$ cat src/hdl/totp_pkg.sv
// Types and constants shared by the TOTP code generator.
package totp_pkg;

  typedef enum logic [2:0] {
    ST_IDLE,
    ST_LOAD,
    ST_ROUND,
    ST_ADD,
    ST_TRUNC,
    ST_MOD,
    ST_DONE
  } totp_state_e;

  localparam int unsigned KeyRegs = 8;
  localparam logic [31:0] OtpMod = 32'd1000000;

  // Reciprocal of OtpMod scaled by 2^OtpShift, rounded up; exact for 31-bit operands.
  localparam logic [31:0] OtpRecip = 32'd2251799814;
  localparam int unsigned OtpShift = 51;

  localparam logic [31:0] H0 = 32'h67452301;
  localparam logic [31:0] H1 = 32'hEFCDAB89;
  localparam logic [31:0] H2 = 32'h98BADCFE;
  localparam logic [31:0] H3 = 32'h10325476;
  localparam logic [31:0] H4 = 32'hC3D2E1F0;

  localparam logic [7:0] IpadByte = 8'h36;
  localparam logic [7:0] OpadByte = 8'h5c;

  function automatic logic [31:0] round_k(input logic [6:0] rnd);
    logic [31:0] k;
    if (rnd < 7'd20) k = 32'h5A827999;
    else if (rnd < 7'd40) k = 32'h6ED9EBA1;
    else if (rnd < 7'd60) k = 32'h8F1BBCDC;
    else k = 32'hCA62C1D6;
    return k;
  endfunction

  function automatic logic [31:0] round_f(input logic [6:0] rnd, input logic [31:0] b,
                                          input logic [31:0] c, input logic [31:0] d);
    logic [31:0] f;
    if (rnd < 7'd20) f = (b & c) | (~b & d);
    else if (rnd < 7'd40) f = b ^ c ^ d;
    else if (rnd < 7'd60) f = (b & c) | (b & d) | (c & d);
    else f = b ^ c ^ d;
    return f;
  endfunction

endpackage

$ cat src/hdl/totp_hmac_sha1_code.sv
// TOTP six-digit code generator: HMAC-SHA1 over a 64-bit counter, truncated.
// Sequence: four SHA-1 compressions, each a block load, the rounds and a chaining add,
// then truncate, quotient and output load, after which out_valid_o rises.
// One counter at a time: input reopens once the code enters the output
// register, and a finished code waits only while the previous one is still unaccepted.
// Reset (async, active low) clears the key registers, sequencer and output valid.
module totp_hmac_sha1_code
  import totp_pkg::*;
(
  input  logic        clk_i,
  input  logic        rst_ni,
  input  logic        cfg_we_i,
  input  logic [2:0]  cfg_idx_i,
  input  logic [63:0] cfg_data_i,
  input  logic        in_valid_i,
  output logic        in_ready_o,
  input  logic [63:0] time_step_i,
  output logic        out_valid_o,
  input  logic        out_ready_i,
  output logic [19:0] otp_code_o
);

  // Key registers; index width covers exactly the eight registers.
  logic [63:0] key_q [KeyRegs];

  always_ff @(posedge clk_i or negedge rst_ni) begin
    if (!rst_ni) begin
      for (int i = 0; i < KeyRegs; i++) key_q[i] <= '0;
    end else if (cfg_we_i) begin
      key_q[cfg_idx_i] <= cfg_data_i;
    end
  end

  totp_state_e state_q, state_d;
  logic [1:0]   blk_q, blk_d;      // which of the four compressions
  logic [6:0]   rnd_q, rnd_d;      // load word / round counter
  logic [63:0]  msg_q;             // captured counter
  logic [31:0]  w_q [16];          // schedule window
  logic [31:0]  a_q, b_q, c_q, d_q, e_q;
  logic [31:0]  h_q [5];           // running chaining value
  logic [159:0] inner_q;           // inner digest
  logic [31:0]  rem_q;             // truncated value under reduction
  logic [11:0]  quo_q;             // quotient by OtpMod
  logic [19:0]  code_q;
  logic         out_valid_q;
  logic         out_load;          // finished code moves into the output register

  // Current 32-bit block word for load phase.
  logic [31:0] blk_word;
  logic [3:0]  widx;
  logic [63:0] kreg;
  logic [7:0]  pad_byte;

  assign widx     = rnd_q[3:0];
  assign kreg     = key_q[widx[3:1]];
  assign pad_byte = blk_q[1] ? OpadByte : IpadByte;

  always_comb begin
    blk_word = '0;
    case (blk_q)
      2'd0, 2'd2: begin
        blk_word = (widx[0] ? kreg[31:0] : kreg[63:32]) ^ {4{pad_byte}};
      end
      2'd1: begin
        case (widx)
          4'd0:  blk_word = msg_q[63:32];
          4'd1:  blk_word = msg_q[31:0];
          4'd2:  blk_word = 32'h80000000;
          4'd15: blk_word = 32'd576;
          default: blk_word = '0;
        endcase
      end
      default: begin
        case (widx)
          4'd0:  blk_word = inner_q[159:128];
          4'd1:  blk_word = inner_q[127:96];
          4'd2:  blk_word = inner_q[95:64];
          4'd3:  blk_word = inner_q[63:32];
          4'd4:  blk_word = inner_q[31:0];
          4'd5:  blk_word = 32'h80000000;
          4'd15: blk_word = 32'd672;
          default: blk_word = '0;
        endcase
      end
    endcase
  end

  // Shared round unit.
  logic [31:0] wcur, wnew, wmix, tsum;
  logic [3:0]  ri;
  assign ri   = rnd_q[3:0];
  assign wmix = w_q[ri + 4'd13] ^ w_q[ri + 4'd8] ^ w_q[ri + 4'd2] ^ w_q[ri];
  assign wnew = {wmix[30:0], wmix[31]};
  assign wcur = (rnd_q < 7'd16) ? w_q[ri] : wnew;
  assign tsum = {a_q[26:0], a_q[31:27]} + round_f(rnd_q, b_q, c_q, d_q) + e_q
                + round_k(rnd_q) + wcur;

  // Truncation from the final digest (h_q after last add).
  logic [159:0] mac;
  logic [3:0]   off;
  logic [31:0]  trunc;
  assign mac   = {h_q[0], h_q[1], h_q[2], h_q[3], h_q[4]};
  assign off   = mac[3:0];
  always_comb begin
    trunc = mac[159 - {off, 3'b000} -: 32];
    trunc[31] = 1'b0;
  end

  // Reduction: quotient by reciprocal multiply registered in ST_MOD, remainder formed from it in ST_DONE.
  logic [63:0] recip_prod;
  logic [31:0] qmul;
  logic [31:0] rem_next;
  assign recip_prod = {32'd0, rem_q} * {32'd0, OtpRecip};
  assign qmul       = {20'd0, quo_q} * OtpMod;
  assign rem_next   = rem_q - qmul;

  // Load the code when the output register is empty or being drained this cycle.
  assign out_load = (state_q == ST_DONE) && (!out_valid_q || out_ready_i);

  always_comb begin
    state_d = state_q;
    blk_d   = blk_q;
    rnd_d   = rnd_q;
    case (state_q)
      ST_IDLE: begin
        if (in_valid_i) begin
          state_d = ST_LOAD;
          blk_d   = 2'd0;
          rnd_d   = '0;
        end
      end
      ST_LOAD: begin
        rnd_d = rnd_q + 7'd1;
        if (rnd_q == 7'd15) begin
          state_d = ST_ROUND;
          rnd_d   = '0;
        end
      end
      ST_ROUND: begin
        rnd_d = rnd_q + 7'd1;
        if (rnd_q == 7'd79) state_d = ST_ADD;
      end
      ST_ADD: begin
        rnd_d   = '0;
        blk_d   = blk_q + 2'd1;
        state_d = (blk_q == 2'd3) ? ST_TRUNC : ST_LOAD;
      end
      ST_TRUNC: state_d = ST_MOD;
      ST_MOD:   state_d = ST_DONE;
      ST_DONE:  if (out_load) state_d = ST_IDLE;
      default:  state_d = ST_IDLE;
    endcase
  end

  always_ff @(posedge clk_i or negedge rst_ni) begin
    if (!rst_ni) begin
      state_q <= ST_IDLE;
      blk_q   <= '0;
      rnd_q   <= '0;
    end else begin
      state_q <= state_d;
      blk_q   <= blk_d;
      rnd_q   <= rnd_d;
    end
  end

  // Datapath.
  always_ff @(posedge clk_i) begin
    case (state_q)
      ST_IDLE: begin
        if (in_valid_i) msg_q <= time_step_i;
      end
      ST_LOAD: begin
        w_q[widx] <= blk_word;
        if (rnd_q == 7'd0 && (blk_q == 2'd0 || blk_q == 2'd2)) begin
          h_q[0] <= H0; h_q[1] <= H1; h_q[2] <= H2; h_q[3] <= H3; h_q[4] <= H4;
        end
        if (rnd_q == 7'd15) begin
          if (blk_q == 2'd0 || blk_q == 2'd2) begin
            a_q <= H0; b_q <= H1; c_q <= H2; d_q <= H3; e_q <= H4;
          end else begin
            a_q <= h_q[0]; b_q <= h_q[1]; c_q <= h_q[2]; d_q <= h_q[3]; e_q <= h_q[4];
          end
        end
      end
      ST_ROUND: begin
        w_q[ri] <= wcur;
        e_q <= d_q;
        d_q <= c_q;
        c_q <= {b_q[1:0], b_q[31:2]};
        b_q <= a_q;
        a_q <= tsum;
      end
      ST_ADD: begin
        h_q[0] <= h_q[0] + a_q;
        h_q[1] <= h_q[1] + b_q;
        h_q[2] <= h_q[2] + c_q;
        h_q[3] <= h_q[3] + d_q;
        h_q[4] <= h_q[4] + e_q;
        if (blk_q == 2'd1) begin
          inner_q <= {h_q[0] + a_q, h_q[1] + b_q, h_q[2] + c_q, h_q[3] + d_q, h_q[4] + e_q};
        end
      end
      ST_TRUNC: begin
        rem_q <= trunc;
      end
      ST_MOD: begin
        quo_q <= recip_prod[OtpShift +: 12];
      end
      default: ;
    endcase
  end

  // Output register: load the finished code, drop valid on accept.
  always_ff @(posedge clk_i or negedge rst_ni) begin
    if (!rst_ni) begin
      out_valid_q <= 1'b0;
    end else if (out_load) begin
      out_valid_q <= 1'b1;
    end else if (out_ready_i) begin
      out_valid_q <= 1'b0;
    end
  end

  always_ff @(posedge clk_i) begin
    if (out_load) code_q <= rem_next[19:0];
  end

  assign in_ready_o  = (state_q == ST_IDLE);
  assign out_valid_o = out_valid_q;
  assign otp_code_o  = code_q;

endmodule

$ cat config.mk
export PLATFORM = sky130hd
export DESIGN_NAME = totp_hmac_sha1_code
export DESIGN_NICKNAME = d
export VERILOG_FILES = /design/src/hdl/totp_pkg.sv /design/src/hdl/totp_hmac_sha1_code.sv
export SDC_FILE = /design/constraint.sdc
export NUM_CORES = 2
export LEC_CHECK = 0
export BUFFER_PORTS_ARGS = -buffer_cell sky130_fd_sc_hd__buf_2
export CAP_MARGIN = 20
export CELL_PAD_IN_SITES_DETAIL_PLACEMENT = 1
export CELL_PAD_IN_SITES_GLOBAL_PLACEMENT = 2
export CORE_ASPECT_RATIO = 0.9
export CORE_MARGIN = 2
export CORE_UTILIZATION = 35
export CTS_CLUSTER_DIAMETER = 100
export DETAILED_ROUTE_END_ITERATION = 8
export PLACE_DENSITY = 0.61
export RECOVER_POWER = 50
export SLEW_MARGIN = 0
export SYNTH_ARGS = -nofsm -noshare
export SYNTH_HDL_FRONTEND = slang
export SYNTH_SLANG_ARGS = --single-unit
export TNS_END_PERCENT = 20
$ cat constraint.sdc
create_clock -name clk_i -period 44.4 [get_ports clk_i]
set_clock_uncertainty 0.2 [all_clocks]
set_input_delay 4.44 -clock clk_i [delete_from_list [all_inputs] [get_ports clk_i]]
set_output_delay 4.44 -clock clk_i [all_outputs]
set_load 0.02 [all_outputs]
Yosys cells after proc, flatten, opt, wreduce, memory -nomap -nowiden
Memories as Yosys holds them, arrays and structs flattened.
Cells that the tools add are included.
{"block": "totals", "out_inout_bits": 22, "word_cells": 175, "mem_bits_rw": 672, "memories": 2, "reg_bits": 972}
{"memory": "w_q", "depth": 16, "width": 32, "read_ports": 4, "rd_clocked_by_memory_dff": 0, "wr": 1, "line": "totp_hmac_sha1_code.sv:38", "source": "logic [31:0] w_q [16];"}
{"memory": "h_q", "depth": 5, "width": 32, "read_ports": 5, "rd_clocked_by_memory_dff": 0, "wr": 5, "line": "totp_hmac_sha1_code.sv:40", "source": "logic [31:0] h_q [5];"}
{"block": "classes", "order_cmp": 7, "shifts": 1, "bitwise_logic": 22, "n_mux": 61, "eq_ne": 21, "reduce_logical": 21, "multipliers": 2, "addsub": 16}
{"op": "32-bit two-way mux", "n": 23}
{"op": "512-bit bitwise mux", "n": 1}
{"op": "32-bit one-hot mux with 2 select lines", "n": 6}
{"op": "32-bit adder", "n": 9}
{"op": "32-bit one-hot mux with 7 select lines", "n": 1}
{"op": "64-bit binary-select mux with 3-bit select", "n": 1}
{"op": "64-bit demux with 3-bit select", "n": 1}
{"op": "64-bit two-way mux", "n": 3}
{"op": "191-bit by 33-bit variable part select with 31-bit output", "n": 1}
{"op": "32-bit XOR", "n": 5}
{"op": "32-bit AND", "n": 4}
{"op": "32-bit one-hot mux with 4 select lines", "n": 1}
{"op": "32-bit OR", "n": 3}
{"op": "31-bit by 31-bit multiplier with 62-bit output, second input constant", "n": 1}
{"op": "32-bit inverter", "n": 1}
{"op": "32-bit by 31-bit XOR with 32-bit output", "n": 1}
{"op": "31-bit two-way mux", "n": 1}
{"op": "7-bit one-hot mux with 4 select lines", "n": 1}
{"op": "7-bit two-way mux", "n": 3}
{"op": "3-bit one-hot mux with 7 select lines", "n": 1}
{"op": "20-bit subtractor", "n": 1}
{"op": "3-bit two-way mux", "n": 5}
{"op": "7-bit by 5-bit < comparator with 1-bit output, second input constant", "n": 2}
{"op": "7-bit by 6-bit < comparator with 1-bit output, second input constant", "n": 2}
{"op": "37 further kinds", "n": 73}

Depth between registers and ports, before layout
{"block": "logic_depth", "depth_word": 11, "mapped_depth": 33, "ltp_nobuf": 27}

Worst setup path before layout
Ideal clock, no wire load.
{"block": "synth_timing", "path_type": "reg-to-reg", "start": "register rnd_q[0]", "end": "memory h_q[0][0] (enable)", "setup_time_ns": 0.908, "n_path_buf": 7, "path_slack_ns": 29.164, "arrival_time_ns": 14.128, "path_stages_with_launch": 13, "required_time_ns": 43.292, "cell_sequence": "dfrtp_1 > buf_4 > buf_2 > buf_2 > buf_2 > buf_4 > inv_1 > ha_1 > and2_1 > clkbuf_1 > clkbuf_1 > a31oi_1 > nor3b_1"}
{"element": "from (decl)", "line": "totp_hmac_sha1_code.sv:36", "source": "logic [6:0] rnd_q, rnd_d;"}
{"element": "from (signal assigned)", "line": "totp_hmac_sha1_code.sv:163", "source": "rnd_q <= rnd_d;"}
{"element": "to (decl)", "line": "totp_hmac_sha1_code.sv:40"}

Worst setup path in the final report
{"block": "layout_timing", "start": "register rnd_q[3]", "end": "register b_q[12] (enable)"}
{"block": "layout_between", "elab_chain_len": 3}
{"element": "7-bit by 4-bit == test with 1-bit output", "line": "totp_hmac_sha1_code.sv:178", "source": "if (rnd_q == 7'd15) begin"}
{"element": "2-bit inequality test (no line)"}
{"element": "2-bit AND reduction (no line)"}
{"element": "to (signal assigned)", "line": "totp_hmac_sha1_code.sv:182", "source": "a_q <= h_q[0]; b_q <= h_q[1]; c_q <= h_q[2]; d_q <= h_q[3]; e_q <= h_q[4];"}
{"element": "to (signal assigned)", "line": "totp_hmac_sha1_code.sv:191", "source": "b_q <= a_q;"}
{"element": "to (decl)", "line": "totp_hmac_sha1_code.sv:39", "source": "logic [31:0] a_q, b_q, c_q, d_q, e_q;"}
No other way between the ends.
A chain may end at the register's enable or synchronous reset.

==> results.txt <==
The flow ran to the end, but the final reports show violations. The final reports fail on capacitance limit, slew limit. The most frequently used flop master after synthesis was sky130_fd_sc_hd__edfxtp_1. The number of rows created at floorplan was 193; the I/O pin total was 158.

In this run the critical register-to-register path is captured at b_q[12]. The fraction of synthesis flops using an asynchronous set or reset pin was 0.319; the leakage power total was 0.0467 uW. During synthesis, Yosys emitted a total of 0 warnings. Number of endpoints with negative hold slack in the final report: 0. Across all register-to-register paths, the minimum setup slack is 26,680 ps. The average via count per standard cell was 5.78. Before antenna repair, the detailed router went through 6 iterations. Hold timing on the final database bottoms out at a slack of 300 ps. For the initial antenna violation count, the log shows 40.

In this run the clock root is driven by a sky130_fd_sc_hd__clkbuf_16. For the worst setup path, the data arrival time is 17,790 ps. The largest vdd supply drop was 0.000111 V. The via count of the first global-routing pass was 76.1k. The count of final max-slew check failures was 2,214. The proportion of netlist area held by the largest area contributor works out to 0.310.

The number of flops mapped to enable cells by yosys came out at 1,119. Starting density of the core: 0.352. Gates resized during post-CTS repair numbered 0. Ranked by total cell area, the synthesized netlist is headed by sky130_fd_sc_hd__edfxtp_1 (31%), sky130_fd_sc_hd__mux4_2 (13%), sky130_fd_sc_hd__dfrtp_1 (12%).

The maximum fanout count along the critical path is 109, and the netlist area before placement is 0.108 mm2. In this run the vertical extent of the chip is 532 um. In the routed design, unresolved DRC markers number 0. The average detailed-routed wire length per instance was 32.1 um; the final routed wirelength across all metal layers was 400 mm.

The logs give -4.76 for the worst-case headroom to the max-slew limit and 9,439 for the net total in the final layout. At the pin with the least slew margin, the transition time is 8650 ps. The die is 591 um wide. In the layout the commonest cells are sky130_fd_sc_hd__edfxtp_1 (1,119), sky130_fd_sc_hd__inv_1 (708), sky130_fd_sc_hd__mux4_2 (643), sky130_fd_sc_hd__ha_1 (609), sky130_fd_sc_hd__mux2_2 (552). The sequential fraction of the synthesis area came out at 0.431. The maximum buffer depth of the clock tree was 4; the ratio of final minimum period to clock period was 0.399. The number of cells on the worst reg-to-reg path was 7; the later-pin clock latency in the skew report was 950 ps. Synthesis produced a netlist whose cell count is 8,075.

Setup repair after global routing left no endpoint under its margin. The critical path ends at b_q[12]. Setup slack on the critical path of the routed design comes to 26,680 ps. The clock slew seen by the registers of the worst setup and hold paths was 60 ps.

For the worst setup path, the data required time is 44,470 ps. The power density relative to cell area came out at 84.7 mW/mm2. The most critical setup path has its startpoint at rnd_q[3]. When the netlist entered floorplanning its net count stood at 9,315. The run gives 0 as the number of setup violations in the final report. TritonCTS built the clock tree. The worst hold path class was flop to flop. For the leftover overflow at the end of global routing, the log shows 0. In this run the post-CTS setup repair buffer count came out at 0. The fraction of final layout cells sized beyond drive strength 1 was 0.221; the count of clock tree sinks was 1,644. The critical path is of the flop to flop type. Buffers inserted to repair hold after CTS numbered 0.

The TritonCTS buffer count was 199. The run gives 4 as the number of levels in the clock H-tree. The synthesized design spends more area on one cell type than any other, namely sky130_fd_sc_hd__edfxtp_1. Before CTS, the worst setup slack after placement is 34,140 ps. The routability congestion estimate from global placement was 0.912; the max-capacitance violation count was 48. The number of vias after detailed routing was 72.0k. Compared with the post-synthesis result, the final layout area differs by 11.4%. The leading cell type in the layout, fill and taps excluded is sky130_fd_sc_hd__edfxtp_1.

After floorplanning, the core was sized to cover 0.308 mm2. Buffers placed on the I/O ports in this run total 157. Entering global routing, the biggest net connects 174 pins. STA classifies the critical path endpoint as a flop.

The tools report the startpoint type of the worst setup path as a flop. The synthesized area per cell was 13.4 um2; the full die area was 0.314 mm2. The first global-routing pass estimated 573 mm of wire. The final HPWL from detailed placement was 284 mm; the final setup TNS was 0 ps. The total global routing track utilization was 0.253; the number of distinct library cells after synthesis was 90. For this block, the initial DRC count from the detailed router was 6,670. The final critical-path required period works out to 17,720 ps. The startpoint of the worst-slack reg-to-reg timing path is rnd_q[3]. The logs give 0 for the final antenna-violating net count and 0.0564 GHz for the maximum achievable frequency. The synthesized design contains 1,644 register bits.
## worst min path at each step
| stage | from | to | slack [ps] | depth (start not counted) |
|---|---|---|---|---|
| floorplan | key_q[128] | key_q[128] | 270 | 1 |
| global placement | key_q[17] | key_q[17] | 280 | 1 |
| detailed placement | key_q[151] | key_q[151] | 290 | 1 |
| CTS | key_q[151] | key_q[151] | 300 | 1 |
| global route | key_q[128] | key_q[128] | 310 | 1 |
| finish | key_q[6] | key_q[6] | 300 | 1 |
## worst max-delay path, stage by stage (launching register included)
cell,delay (ps)
sky130_fd_sc_hd__dfrtp_1,1210
sky130_fd_sc_hd__clkbuf_1,4690
sky130_fd_sc_hd__and3_1,780
sky130_fd_sc_hd__clkbuf_1,1000
sky130_fd_sc_hd__nand2_1,210
sky130_fd_sc_hd__a21oi_1,280
sky130_fd_sc_hd__clkbuf_1,2630
sky130_fd_sc_hd__clkbuf_1,5490
## Yosys cell counts, drive strengths merged, types with 25 or more instances
library cell / instances
xnor2: 254
a21oi: 315
and3: 38
buf: 155
nand3: 128
mux2i: 189
nor2b: 33
a211oi: 47
mux4: 645
a31oi: 87
mux2: 555
o21bai: 26
o21ai: 195
dfrtp: 525
ha: 611
a22oi: 85
a21o: 130
edfxtp: 1119
clkbuf: 264
nand2: 356
inv: 714
a222oi: 25
nand2b: 118
o221ai: 38
fa: 493
o22ai: 62
nor2: 291
nor3: 86
xor2: 98
o21a: 40
and2: 104
## report_power, final
| part | switching [uW] | internal (uW) | leakage (uW) |
|---|---|---|---|
| combinational | 3550 | 2500 | 0.0272 |
| clock | 702 | 990 | 0.00328 |
| sequential | 255 | 2240 | 0.0162 |
| total | 4500 | 5730 | 0.0467 |
## area by class of cell
class,instances,area [um2]
multi-input cells,5297,57400
clock inverters,110,1160
fillers,31700,187000
diodes,8,20.0
clock buffers,257,5530
inverters,715,2690
repair buffers,342,2110
well taps,4095,5120
flip-flops and latches,1644,46700
## registers in the layout, summed over array words and instances (netlist names), 20 cells and up
name	cells
inner_q	160
msg_q	64
b_q	32
otp_code_o	20
a_q	32
h_q	160
key_q	512
c_q	32
e_q	32
d_q	32
rem_q	31
w_q	512
## kinds of logic after synthesis
family | Yosys count | synth area share
AO/OA/AOI/OAI | 1220 | 0.0741
XOR/XNOR | 352 | 0.0286
buffers and inverters | 1134 | 0.0412
multiplexers | 1389 | 0.209
adder cells (fa/ha/maj) | 1104 | 0.162
AND/OR/NAND/NOR | 1232 | 0.0541
flip-flops | 1644 | 0.431
## layer usage
metal,global-route usage,vias up,routed length [um]
met5,0,-,193
met3,0.0457,506,27300
li1,-,30400,-
met4,0.0775,28,13800
met1,0.361,38700,179000
met2,0.389,2408,180000
## metrics by stage
stage	cells	util	instance area [um2]	total power, uW
after CTS	12500	0.393	121000	10200
final	12500	0.392	121000	10200
after global routing	12500	0.392	121000	10900
after floorplan	8075	-	108000	6470
after detailed placement	12100	0.372	114000	8460
after global placement	12100	0.371	114000	8360
Power figures use the tool's default switching activity.
